===== src/rtl/d2s_pkg.sv =====
// ----------------------------------------------------------------------------
// d2s_pkg: shared types and constants for the depth-to-space index map
// Index and dimension widths, register indexes, layout codes and the
// records that travel down the divider and multiply-add pipelines.
// ----------------------------------------------------------------------------
package d2s_pkg;

   localparam int INDEX_BITS     = 31;
   localparam int DIM_BITS       = 16;
   localparam int BS_BITS        = 7;
   localparam int DIV_BITS       = 2 * DIM_BITS;
   localparam int OW_BITS        = DIM_BITS + BS_BITS;
   localparam int DEPTH_BITS     = DIM_BITS + 2 * BS_BITS;
   localparam int SUB_BITS       = 2 * BS_BITS;
   localparam int SUBD_BITS      = SUB_BITS + DIM_BITS;
   localparam int TERMS          = 4;
   localparam int CSR_INDEX_BITS = 3;
   localparam int CSR_DATA_BITS  = DIM_BITS;

   typedef logic [INDEX_BITS-1:0] index_type;

   typedef enum logic [CSR_INDEX_BITS-1:0] {
      REG_LAYOUT       = 3'd0,
      REG_BLOCK_SIZE   = 3'd1,
      REG_INPUT_HEIGHT = 3'd2,
      REG_INPUT_WIDTH  = 3'd3,
      REG_OUTPUT_DEPTH = 3'd4
   } reg_index_type;

   typedef enum logic {
      LAYOUT_CHANNELS_LAST  = 1'b0,
      LAYOUT_CHANNELS_FIRST = 1'b1
   } layout_type;

   // quotients and remainders collected along the divider chain
   typedef struct packed {
      index_type rem1;
      index_type rem2;
      index_type rem3;
      index_type quo3;
      index_type rem4;
      index_type quo4;
   } side_type;

   // Horner accumulator and the terms still to be added, next term first
   typedef struct packed {
      index_type                        acc;
      logic [TERMS-1:0][INDEX_BITS-1:0] addend;
   } hor_type;

endpackage


===== src/rtl/d2s_prep.sv =====
// ----------------------------------------------------------------------------
// d2s_prep: term selection for the Horner chain
// Picks the accumulator seed and addends for the active layout and builds
// the source depth offset of the channels-last mapping over three stages.
// ----------------------------------------------------------------------------
module d2s_prep (
   input  logic                          clock,
   input  logic                          reset,
   input  logic                          advance,
   input  d2s_pkg::layout_type           layout,
   input  logic [d2s_pkg::BS_BITS-1:0]   bs,
   input  logic [d2s_pkg::DIM_BITS-1:0]  od,
   input  logic                          up_valid,
   input  d2s_pkg::index_type            up_quo,
   input  d2s_pkg::index_type            up_rem,
   input  d2s_pkg::side_type             up_side,
   output logic                          dn_valid,
   output d2s_pkg::hor_type              dn_hor
);
   import d2s_pkg::*;

   logic                 valid1_ff, valid2_ff, valid3_ff;
   hor_type              hor1_ff, hor1_in;
   hor_type              hor2_ff;
   hor_type              hor3_ff, hor3_in;
   logic [SUB_BITS-1:0]  hmbs_ff, hmbs_in;
   logic [SUBD_BITS-1:0] prod2_ff, prod2_in;
   index_type            d1_ff, d2_ff;

   always_comb begin
      hor1_in = '0;
      if (layout == LAYOUT_CHANNELS_FIRST) begin
         hor1_in.acc       = up_side.quo4;
         hor1_in.addend[0] = up_side.rem2;
         hor1_in.addend[1] = up_side.rem4;
         hor1_in.addend[2] = up_side.rem1;
         hor1_in.addend[3] = up_side.rem3;
      end else begin
         // depth term joins at stage three, last term stays zero
         hor1_in.acc       = up_side.quo3;
         hor1_in.addend[0] = up_side.quo4;
         hor1_in.addend[1] = up_quo;
      end
   end

   // (h % bs) * bs + (w % bs), both remainders below bs
   assign hmbs_in  = SUB_BITS'(BS_BITS'(up_side.rem4)) * SUB_BITS'(bs)
                     + SUB_BITS'(BS_BITS'(up_rem));
   assign prod2_in = SUBD_BITS'(hmbs_ff) * SUBD_BITS'(od);

   always_comb begin
      hor3_in = hor2_ff;
      if (layout == LAYOUT_CHANNELS_LAST) begin
         hor3_in.addend[2] = INDEX_BITS'(prod2_ff) + d2_ff;
      end
   end

   always_ff @(posedge clock) begin
      if (reset) begin
         valid1_ff <= 1'b0;
         valid2_ff <= 1'b0;
         valid3_ff <= 1'b0;
      end else if (advance) begin
         valid1_ff <= up_valid;
         valid2_ff <= valid1_ff;
         valid3_ff <= valid2_ff;
      end
   end

   always_ff @(posedge clock) begin
      if (advance) begin
         hor1_ff  <= hor1_in;
         hmbs_ff  <= hmbs_in;
         d1_ff    <= up_side.rem1;
         hor2_ff  <= hor1_ff;
         prod2_ff <= prod2_in;
         d2_ff    <= d1_ff;
         hor3_ff  <= hor3_in;
      end
   end

   assign dn_valid = valid3_ff;
   assign dn_hor   = hor3_ff;

endmodule


===== config.mk =====
export PLATFORM = sky130hd
export DESIGN_NAME = d2s_prep
export DESIGN_NICKNAME = d
export VERILOG_FILES = /design/src/rtl/d2s_pkg.sv /design/src/rtl/d2s_prep.sv
export SDC_FILE = /design/constraint.sdc
export NUM_CORES = 1
export LEC_CHECK = 0
export BUFFER_PORTS_ARGS = -buffer_cell sky130_fd_sc_hd__buf_2
export CORE_MARGIN = 2
export CORE_UTILIZATION = 23
export DETAILED_ROUTE_END_ITERATION = 8
export SYNTH_ARGS = -nofsm -noshare
export SYNTH_HDL_FRONTEND = slang
export SYNTH_SLANG_ARGS = --single-unit

===== constraint.sdc =====
create_clock -name clock -period 5.5 [get_ports clock]
set_clock_uncertainty 0.1 [all_clocks]
set_input_delay 0.275 -clock clock [delete_from_list [all_inputs] [get_ports clock]]
set_output_delay 0.275 -clock clock [all_outputs]
set_load 0.01 [all_outputs]

==> results.yml <==
worst_setup_path:
  r2r_setup_slack_ns: -0.27
  arrival_ns: 6.03
  cpMostUsedCell: "fa_1"
  crit_fanout: 3
  crit_start: "hmbs_ff[2]$_DFFE_PP_"
  required_ns: 5.76
  max_stage_delay_ns: 0.52
  start_kind: "flop"
  cp_cell_sequence: "and2_4 -> fa_1 -> inv_1 -> fa_1 -> inv_1 -> fa_1 -> inv_2 -> fa_1 -> inv_1 -> fa_1 -> inv_1 -> fa_1 -> inv_2 -> ha_4 -> inv_4 -> a2111oi_4 -> nor4b_4 -> buf_4 -> o31ai_4 -> a21oi_2 -> buf_4 -> xnor2_1"
  worstSetupPathType: "flop to flop"
  cp-end-kind: "flop"
  worst_path_max_delay_cell: "fa_1"
  rr_startpoint: "hmbs_ff[2]$_DFFE_PP_"
sta:
  layout_setup_ws_ns: -0.268
  rsz0062_at_grt: "yes"
  finalCriticalPeriod_ns: 5.77
  slew_headroom: 0.398
  finalCritPeriodShare: 1.05
  maxSlewViolCount: 0
  setup_viol: 18
  hold_viol: 0
  fmaxAchievable_mhz: 173
  worstMarginPinSlew_ns: 0.903
drt:
  detail-route-antenna-nets: 0
  remaining_drc_errors: 0
  totalWireLength_mm: 72.4
  drt_iter0_drc: 1081
  drtPass1Iterations: 5
  num_vias: 18800
  post_drt_wl_per_cell_um: 15.2
  viasPerCell: 3.93
outcome:
  status: "finished, violations left"
  violations: "negative setup slack"
worst_hold_path:
  hp-start: "advance"
  hp-class: "input pin to flop"
synth:
  synth_top_area_frac: 0.567
  yosysWarnings: 0
  netlist_area_um2: 30200
  ys_types: 75
  async_flop_share: 0
  synthTopCellsByArea: "edfxtp_1, fa_1, ha_1"
  synth_area_per_cell_um2: 14.1
  synth_cells: 2142
  yosysTopAreaCell: "edfxtp_1"
  synth_edf_count: 571
  ys_seq_area_frac: 0.569
  ys_ff_latch: 574
  synthFlopType: "edfxtp_1"
  syn_nets: 2773
layout:
  drive_above_1_share: 0.286
  final_cell_mix: "edfxtp_1, buf_2, dlygate4sd3_1"
  final_cell_area_um2: 40600
  final_common_cell: "edfxtp_1"
  fin_nets: 3589
  num-fill-cells: 13000
  area_growth_pct: 34.2
clock_tree:
  clock_sinks: 574
  cts_tree: "done"
  cts_buffer_depth: 3
  cts_buffers: 68
  htreeDepth: 3
  clk_pin_slew_ns: 0.07
  clkLatencyLatePin_ns: 0.64
  cts_root_buf: "clkbuf_16"
floorplan:
  ios: 432
  die_area_um2: 134000
  core_um2: 131000
  die_w_um: 367
  die_y_um: 367
  row_count: 133
  start_util: 0.231
global_routing:
  antenna_found_initial: 17
  grt_max_degree: 120
  overflow: 0
  grt_pass1_wl_mm: 112
  grt_usage: 0.106
  grt_pass1_vias: 19600
place:
  io_buffer_count: 407
  gp_congestion: 0.833
  placed_area_um2: 35200
  place_hpwl_mm: 52.0
flow_run:
  drv_cap: 0
==> metrics by stage <==
| stage | setup TNS, ns | util | std cells | setup slack, ns | hold WS (ns) |
|---|---|---|---|---|---|
| after floorplan | -0.0553 | - | 2142 | -0.0484 | 0.247 |
| after global placement | -2.97 | 0.269 | 4361 | -0.297 | 0.300 |
| after detailed placement | -3.93 | 0.269 | 4361 | -0.368 | 0.305 |
| after CTS | -2.86 | 0.307 | 4752 | -0.285 | 0.0637 |
| after global routing | -6.48 | 0.310 | 4769 | -0.433 | 0.105 |
| final | -2.73 | 0.310 | 4774 | -0.268 | 0.134 |
==> metal layers <==
metal  part of all wire  global-route usage  routed length (um)  vias up
met5             0.0018                   0                 129        -
met1               0.45               0.138               32300     9117
met4              0.027              0.0346                1940       20
li1                   -                   -                   -     9069
met3              0.059              0.0281                4250      125
met2               0.47               0.172               33800      439
==> cell type report <==
class | instances | area [um^2] | area share
sequential | 574 | 17200 | 0.424
timing repair buffer | 813 | 5850 | 0.144
tap | 1755 | 2200 | 0.0541
clock inverter | 49 | 430 | 0.0106
clock buffer | 75 | 1730 | 0.0426
antenna | 7 | 17.5 | 0.000432
multi-input combinational | 1253 | 12200 | 0.301
inverter | 248 | 933 | 0.0230
==> critical path: cells and delay by family, from the launching register on <==
kind                       cells  cell delay, ns
AOI/OAI and AO/OA              3            0.77
xor gates and xnor gates       1            0.11
adders and majority gates      7            3.19
buffers and inverters          9            0.65
DFF                            1            0.42
and+or+nand+nor                2            0.27
==> synth_stat cells (3+ instances only) <==
cell	number
o211ai_1	6
o2111ai_1	3
o21bai_1	8
edfxtp_1	571
mux2_2	95
mux2i_1	3
ha_1	158
a21boi_0	3
o21a_1	5
clkbuf_1	55
nand4_1	6
o21ai_2	3
nor2_1	46
a211oi_1	6
o41ai_2	3
xor2_1	23
nor4_1	3
or2_2	3
dfxtp_1	3
a21o_1	25
xnor2_1	33
inv_1	247
and2_1	219
o21ai_1	12
nor2b_1	5
o21ai_0	37
a2111oi_4	3
or4_1	3
a31o_1	4
o31ai_1	5
a31oi_1	9
nand2_1	187
buf_1	4
a21oi_1	62
buf_2	6
nand3_1	13
nand2b_1	6
a211oi_2	3
and3_1	10
nor3_1	6
fa_1	197
==> timing repair <==
item,4_1_cts,5_1_grt
buffers inserted,15,15
pin swaps,29,30
gates cloned,0,0
hold endpoints to repair,191,0
hold buffers,252,0
endpoints found under the setup margin,18,19
resized for setup,47,38
==> cells by family (layout without fill, tap and decap cells) <==
| family | Yosys count | in the layout | synth area share |
|---|---|---|---|
| XOR/XNOR | 56 | 56 | 0.0162 |
| buffers and inverters | 315 | 1185 | 0.0399 |
| AO/OA/AOI/OAI | 223 | 223 | 0.0521 |
| flip-flops | 574 | 574 | 0.569 |
| AND/OR/NAND/NOR | 521 | 521 | 0.0905 |
| other | 0 | 7 | 0 |
| adder cells (fa/ha/maj) | 355 | 355 | 0.196 |
| multiplexers | 98 | 98 | 0.0364 |
==> worst paths after layout <==
| path | depth (start not counted) | to |
|---|---|---|
| worst min-delay path | 1 | hor1_ff[26]$_DFFE_PP_ |
| worst max register to register | 22 | prod2_ff[19]$_DFFE_PP_ |
| worst max-delay path | 22 | prod2_ff[19]$_DFFE_PP_ |
| worst min register to register | 0 | hor2_ff[15]$_DFFE_PP_ |
==> registers in the layout, summed over array words and instances (netlist names) <==
name / cells
dn_hor: 155
dn_valid: 1
d2_ff: 31
hor2_ff: 155
valid1_ff: 1
d1_ff: 31
hmbs_ff: 14
valid2_ff: 1
hor1_ff: 155
prod2_ff: 30
Power is left out: the tool's default activity adds up to more than one toggle a clock period on the data nets, which glitch-free logic cannot reach.
