**config.mk**
```make
export PLATFORM = sky130hd
export DESIGN_NAME = d2s_mac
export DESIGN_NICKNAME = d
export VERILOG_FILES = /design/src/rtl/d2s_pkg.sv /design/src/rtl/d2s_mac.sv
export SDC_FILE = /design/constraint.sdc
export NUM_CORES = 1
export LEC_CHECK = 0
export BUFFER_PORTS_ARGS = -buffer_cell sky130_fd_sc_hd__buf_2
export CORE_ASPECT_RATIO = 2
export CORE_MARGIN = 2
export CORE_UTILIZATION = 60
export DETAILED_ROUTE_END_ITERATION = 7
export PLACE_DENSITY = 0.83
export RECOVER_POWER = 50
export SETUP_SLACK_MARGIN = 0.4
export SYNTH_ARGS = -nofsm -noshare
export SYNTH_HDL_FRONTEND = slang
export SYNTH_SLANG_ARGS = --single-unit
```
**constraint.sdc**
```tcl
create_clock -name clock -period 20 [get_ports clock]
set_clock_uncertainty 0.15 [all_clocks]
set_input_delay 3 -clock clock [delete_from_list [all_inputs] [get_ports clock]]
set_output_delay 3 -clock clock [all_outputs]
set_load 0.02 [all_outputs]
```
**src/rtl/d2s_pkg.sv**
```systemverilog
// ----------------------------------------------------------------------------
// d2s_pkg: shared types and constants for the depth-to-space index map
// Index and dimension widths, register indexes, layout codes and the
// records that travel down the divider and multiply-add pipelines.
// ----------------------------------------------------------------------------
package d2s_pkg;

   localparam int INDEX_BITS     = 31;
   localparam int DIM_BITS       = 16;
   localparam int BS_BITS        = 7;
   localparam int DIV_BITS       = 2 * DIM_BITS;
   localparam int OW_BITS        = DIM_BITS + BS_BITS;
   localparam int DEPTH_BITS     = DIM_BITS + 2 * BS_BITS;
   localparam int SUB_BITS       = 2 * BS_BITS;
   localparam int SUBD_BITS      = SUB_BITS + DIM_BITS;
   localparam int TERMS          = 4;
   localparam int CSR_INDEX_BITS = 3;
   localparam int CSR_DATA_BITS  = DIM_BITS;

   typedef logic [INDEX_BITS-1:0] index_type;

   typedef enum logic [CSR_INDEX_BITS-1:0] {
      REG_LAYOUT       = 3'd0,
      REG_BLOCK_SIZE   = 3'd1,
      REG_INPUT_HEIGHT = 3'd2,
      REG_INPUT_WIDTH  = 3'd3,
      REG_OUTPUT_DEPTH = 3'd4
   } reg_index_type;

   typedef enum logic {
      LAYOUT_CHANNELS_LAST  = 1'b0,
      LAYOUT_CHANNELS_FIRST = 1'b1
   } layout_type;

   // quotients and remainders collected along the divider chain
   typedef struct packed {
      index_type rem1;
      index_type rem2;
      index_type rem3;
      index_type quo3;
      index_type rem4;
      index_type quo4;
   } side_type;

   // Horner accumulator and the terms still to be added, next term first
   typedef struct packed {
      index_type                        acc;
      logic [TERMS-1:0][INDEX_BITS-1:0] addend;
   } hor_type;

endpackage

```
**src/rtl/d2s_mac.sv**
```systemverilog
// ----------------------------------------------------------------------------
// d2s_mac: one Horner step, acc = acc * k + next addend
// Multiply in the first stage, add and shift the addend list in the second.
// All arithmetic wraps at the index width.
// ----------------------------------------------------------------------------
module d2s_mac (
   input  logic                clock,
   input  logic                reset,
   input  logic                advance,
   input  d2s_pkg::index_type  k,
   input  logic                up_valid,
   input  d2s_pkg::hor_type    up_hor,
   output logic                dn_valid,
   output d2s_pkg::hor_type    dn_hor
);
   import d2s_pkg::*;

   logic      valid_a_ff, valid_b_ff;
   index_type prod_ff, prod_in;
   hor_type   hor_a_ff;
   hor_type   hor_b_ff, hor_b_in;

   assign prod_in = INDEX_BITS'(up_hor.acc * k);

   always_comb begin
      hor_b_in     = hor_a_ff;
      hor_b_in.acc = prod_ff + hor_a_ff.addend[0];
      for (int j = 0; j < TERMS - 1; j++) begin
         hor_b_in.addend[j] = hor_a_ff.addend[j+1];
      end
      hor_b_in.addend[TERMS-1] = '0;
   end

   always_ff @(posedge clock) begin
      if (reset) begin
         valid_a_ff <= 1'b0;
         valid_b_ff <= 1'b0;
      end else if (advance) begin
         valid_a_ff <= up_valid;
         valid_b_ff <= valid_a_ff;
      end
   end

   always_ff @(posedge clock) begin
      if (advance) begin
         prod_ff  <= prod_in;
         hor_a_ff <= up_hor;
         hor_b_ff <= hor_b_in;
      end
   end

   assign dn_valid = valid_b_ff;
   assign dn_hor   = hor_b_ff;

endmodule

```
==> metrics.cfg, run 1 <==
[floorplanning]
start_util_pct = 60.62
die_y_um = 291.3
core_um2 = 40860
io_pins = 346
die_x_um = 147.7
die_area_um2 = 43020
rows = 105

[cells_and_area]
syn_to_final_growth_pct = 10.29
fin_nets = 3115
fillCellCount = 3112
regArea_um2 = 8418
multi_input_area_um2 = 14530
drive_gt1_share_pct = 14.18

[critical_path]
path_cells = clkbuf_1 -> nand2_1 -> fa_1 -> inv_1 -> fa_1 -> fa_1 -> fa_1 -> inv_1 -> fa_1 -> inv_1 -> ha_1 -> inv_1 -> fa_1 -> fa_1 -> inv_1 -> ha_1 -> nand4_1 -> o31ai_1 -> a2111o_1 -> a21oi_1 -> o21ai_1 -> xnor2_1
crit_top_cell = fa_1
worstSetupPathType = in2reg
cp.required_ns = 20.11
path_buf_inv = 6
worstPathArrival_ns = 10.94
worstSetupEndpointType = flip-flop
path_delay_family = adder cells
start_kind = input pin
critPathMaxFanout = 31
cpPeakStageDelay_ns = 0.97
slowest_stage = clkbuf_1

[synthesis]
avgSynthCellArea_um2 = 11.58
ys_seq_area_share_pct = 33.99
netlist_instances = 2139
synth_warnings = 0
ys.flop_type = edfxtp_1
synth_seq_cells = 281
async_reset_ff_share_pct = 0
netlist_area_um2 = 24770
synth-edff-count = 279
synth.distinct_cells = 62

[cts]
clock-sinks = 281
cts_max_path_buffers = 3
cts_buffers = 22
cts_resized = 0
cts_tree = built
post_cts_buffers = 0
clock_latency_ns = 0.54
root_buffer = clkbuf_16
h-tree-depth = 1
hold_buffers = 0
cts.reportedPaths.clkPinSlew_ns = 0.11

[sta]
worst_slew_pin_slew_ns = 4.612
fin_tns_setup_ns = 0
fmax_ghz = 0.09238
hold_violations = 0
slew_headroom_pct = -207.5
rsz0062_at_grt = no
setup_violations = 0
period_share_pct = 54.12
post-route-min-period_ns = 10.82
final_max_slew_viol_count = 89

[grt]
antenna_found_initial = 2
grt_pass1_wl_mm = 100.9
grt_max_degree = 194
groute.usage.overall_pct = 31.73
overflow = 0
grt_pass1_vias = 18470

[route]
avgViaCountPerCell = 5.573
wl_mm = 65.98
wire_per_inst_um = 22.38
final_antenna_net_count = 0
drt_pre_antenna_iters = 5
dr_total_vias = 16430
drc_errors = 0
drt-initial-drc-count = 704

[job]
drv_cap = 1

[hold_path]
hold_path_class = reg2reg

[placed_design]
dp_hpwl_mm = 52.51
routabilityCongestion = 0.9976
io_buffers = 314

[run_status]
outcome = finished, violations left
failed_checks = capacitance limit, slew limit

## Yosys cell counts, types with 3 or more instances
cell,count,share of area (%)
fa_1,381,31
inv_1,358,5.4
nand2_1,280,4.2
edfxtp_1,279,34
and2_1,236,6.0
ha_1,149,7.5
xnor2_1,85,3.0
clkbuf_1,82,1.2
a21oi_1,41,0.83
buf_4,31,0.94
nor2_1,31,0.47
a21o_1,27,0.82
xor2_1,22,0.78
o21ai_1,12,0.24
nor3_1,10,0.20
o21ai_0,10,0.20
nand3_1,7,0.14
o21a_1,7,0.21
a31oi_1,6,0.15
and3_1,6,0.15
nand2b_1,6,0.15
o21bai_1,6,0.18
o211ai_1,4,0.12
o31a_1,4,0.14
mux2i_1,3,0.12
nand4_1,3,0.076
nor2b_1,3,0.076
o22ai_1,3,0.076
or2_2,3,0.076
## final timing paths
path	startpoint	end	slack, ns	cells past startpoint
worst max-delay path	up_hor[124]	prod_ff[30]$_DFFE_PP_	9.18	22
worst min-delay path	hor_a_ff[121]$_DFFE_PP_	dn_hor[90]$_DFFE_PP_	0.26	0
worst max register to register	prod_ff[0]$_DFFE_PP_	dn_hor[154]$_DFFE_PP_	16.24	11
worst min register to register	hor_a_ff[121]$_DFFE_PP_	dn_hor[90]$_DFFE_PP_	0.26	0
## layout by cell type, fill, tap and decap left out, drive strengths merged, types with 6 or more instances in the layout
master  instances
fa            381
inv           360
buf           297
nand2         280
edfxtp        279
and2          236
ha            149
xnor2          85
clkbuf         45
a21oi          42
nor2           31
conb           31
a21o           27
o21ai          23
xor2           22
nor3           10
o21a            7
nand3           7
a31oi           7
and3            6
o21bai          6
nand2b          6
clkinv          6
## through the flow
stage | worst slack (ns) | cell area, um2 | instances | util [%] | hold slack (ns)
after floorplan | 10.44 | 24880 | 2169 | - | 0.2503
after global placement | 9.394 | 26610 | 2906 | 65.13 | 0.2504
after detailed placement | 9.250 | 26610 | 2906 | 65.13 | 0.2545
after CTS | 9.811 | 27380 | 2946 | 67.01 | 0.2648
after global routing | 9.092 | 27320 | 2948 | 66.86 | 0.2736
final | 9.175 | 27320 | 2948 | 66.86 | 0.2643
## kinds of logic (layout without fill, tap and decap cells)
family,Yosys count,in the layout,share of synthesized area (%)
AND/OR/NAND/NOR,593,593,11.81
adder cells (fa/ha/maj),530,530,38.32
buffers and inverters,473,715,7.674
flip-flops,281,281,33.99
AO/OA/AOI/OAI,151,151,4.284
XOR/XNOR,107,107,3.784
multiplexers,3,3,0.1212
other,1,33,0.01514
## per-layer routing
| metal | up-vias | part of all wire (%) | track usage (%) |
|---|---|---|---|
| met3 | 282 | 5.2 | 3.025 |
| met2 | 741 | 53 | 58.29 |
| met4 | 0 | 12 | 29.03 |
| met1 | 8261 | 30 | 30.40 |
| li1 | 7145 | - | - |
| met5 | - | 0 | 0 |
## registers in the layout (all words and copies together) (netlist names)
signal and cells:
hor_a_ff 124, dn_hor 124, prod_ff 31, dn_valid 1, valid_a_ff 1
## area by class of cell
cell class	instances	share of cell area [%]
Antenna cell	2	0.01832
Clock buffer	25	2.134
Clock inverter	15	0.6779
Inverter	358	4.919
Multi-Input combinational cell	1415	53.20
Sequential cell	281	30.82
Tap cell	535	2.451
Timing Repair Buffer	317	5.780
Power of run 1 is left out: the tool's default activity adds up to more than one toggle a clock period on the data nets, which glitch-free logic cannot reach.
==> inputs of run 2 (changes only) <==
clock period = 11.2 ns   (was 20 ns; I/O delays follow)
==> run 2 against run 1 <==
The run still ends with capacitance limit, slew limit left. Count of clock-buffer cells in the layout is 1 higher. Sequential share of layout area hardly changed. Setup slack worse by 6.8 ns. Via count is 0.18% higher. First-iteration DRC count is 26% higher. Utilization is 0.058 points lower. Global-route usage is 0.073 points higher. Die area stayed put. Register-to-register slack worse by 8.5 ns. Sequential cell count stayed put. Largest cell class unchanged.
==> metrics.cfg, run 2 (synthesis gave the netlist of run 1 again) <==
[grt]
grt_pass1_vias = 18420
groute.usage.overall_pct = 31.80
overflow = 0
grt_pass1_wl_mm = 101.0
grt_max_degree = 197
antenna_found_initial = 2

[critical_path]
slowest_stage = o31ai_1
ff2ff_setup_slack_ns = 7.74
crit_top_cell = fa_1
rr_endpoint = dn_hor[154]$_DFFE_PP_
worstSetupEndpointType = flip-flop
worstPathArrival_ns = 8.97
path_cells = buf_2 -> nand2_1 -> fa_1 -> fa_1 -> inv_1 -> fa_1 -> inv_1 -> fa_1 -> fa_1 -> inv_1 -> ha_1 -> inv_1 -> fa_1 -> fa_1 -> inv_1 -> ha_1 -> nand4_1 -> o31ai_1 -> a2111o_1 -> a21oi_1 -> o21ai_1 -> xnor2_1
worstSetupPathType = in2reg
critPathMaxFanout = 27
ff2ff_path_depth = 9
r2r-start = prod_ff[15]$_DFFE_PP_
cp.required_ns = 11.32
cpPeakStageDelay_ns = 0.95
start_kind = input pin

[sta]
slew_headroom_pct = -192.6
finalWorstSetupSlack_ns = 2.358
post-route-min-period_ns = 8.842
worst_slew_pin_slew_ns = 4.388
final_max_slew_viol_count = 118
hold_violations = 0
fin_tns_setup_ns = 0
rsz0062_at_grt = no
setup_violations = 0
fmax_ghz = 0.1131
period_share_pct = 78.94

[run_status]
outcome = finished, violations left
failed_checks = capacitance limit, slew limit

[route]
drc_errors = 0
wl_mm = 66.74
drt-initial-drc-count = 884
dr_total_vias = 16460
final_antenna_net_count = 0
drt_pre_antenna_iters = 5
wire_per_inst_um = 22.65
avgViaCountPerCell = 5.587

[cts]
root_buffer = clkbuf_16
cts_tree = built
cts_max_path_buffers = 3
clock-sinks = 281
hold_buffers = 0
h-tree-depth = 1
cts_buffers = 22
cts_resized = 0
cts.reportedPaths.clkPinSlew_ns = 0.11
clock_latency_ns = 0.54
post_cts_buffers = 0

[cells_and_area]
fillCellCount = 3089
multi_input_area_um2 = 14550
fin_nets = 3114
regArea_um2 = 8418
final-instance-count-excl-fill = 2946
final_common_cell = fa_1
drive_gt1_share_pct = 13.74
syn_to_final_growth_pct = 10.19
layout.cells.most_common_list = fa_1 (381), inv_1 (358), buf_2 (281), nand2_1 (280), edfxtp_1 (279)

[floorplanning]
start_util_pct = 60.62
die_x_um = 147.7
die_area_um2 = 43020
rows = 105
die_y_um = 291.3
io_pins = 346
core_um2 = 40860

[placed_design]
dp_cells = 2905
routabilityCongestion = 1.038
dp_slack_ns = 1.959
io_buffers = 314
dp_hpwl_mm = 52.45

[job]
drv_cap = 2

[hold_path]
hold_depth = 0
hold_start = hor_a_ff[87]$_DFFE_PP_
hold_path_class = reg2reg
min_to = dn_hor[56]$_DFFE_PP_

==> run 2: metal layers <==
| layer | vias to the layer above | global-route usage [%] | wire length (um) | share of wire [%] |
|---|---|---|---|---|
| li1 | 7139 | - | - | - |
| met1 | 8295 | 30.15 | 19610 | 29 |
| met2 | 773 | 58.50 | 35660 | 53 |
| met3 | 251 | 3.683 | 4045 | 6.1 |
| met4 | 0 | 28.64 | 7419 | 11 |
| met5 | - | 0 | 0 | 0 |
==> run 2: worst max path at each step <==
stage	slack (ns)	to	start
3_3_place_gp	2.10	prod_ff[30]$_DFFE_PP_	k[4]
4_1_cts	2.53	prod_ff[30]$_DFFE_PP_	k[4]
5_1_grt	2.28	prod_ff[30]$_DFFE_PP_	k[4]
3_5_place_dp	1.96	prod_ff[30]$_DFFE_PP_	k[4]
2_1_floorplan	2.96	prod_ff[30]$_DFFE_PP_	up_hor[136]
6_report	2.36	prod_ff[30]$_DFFE_PP_	k[4]
==> run 2: worst max-delay path: cells and delay by family <==
kind	cells	cell delay (ns)
AO/OA/AOI/OAI	4	2.05
buffers and inverters	6	0.74
AND/OR/NAND/NOR	2	0.34
XOR/XNOR	1	0.17
adder cells (fa/ha/maj)	9	3.96
==> run 2: per-stage QoR <==
stage	hold WS (ns)	util (%)	cell area, um2
finish	0.2660	66.80	27290
global route	0.2763	66.80	27290
detailed placement	0.2545	65.11	26600
floorplan	0.2503	-	24880
global placement	0.2503	65.11	26600
CTS	0.2664	66.96	27360
==> run 2: layout make-up <==
cell class | instances | share of cell area (%)
multi-input cells | 1415 | 53.29
repair buffers | 316 | 5.694
clock buffers | 26 | 2.150
inverters | 358 | 4.924
clock inverters | 13 | 0.6235
well taps | 535 | 2.453
diodes | 2 | 0.01834
flip-flops and latches | 281 | 30.84
Power of run 2 is left out for the same reason.
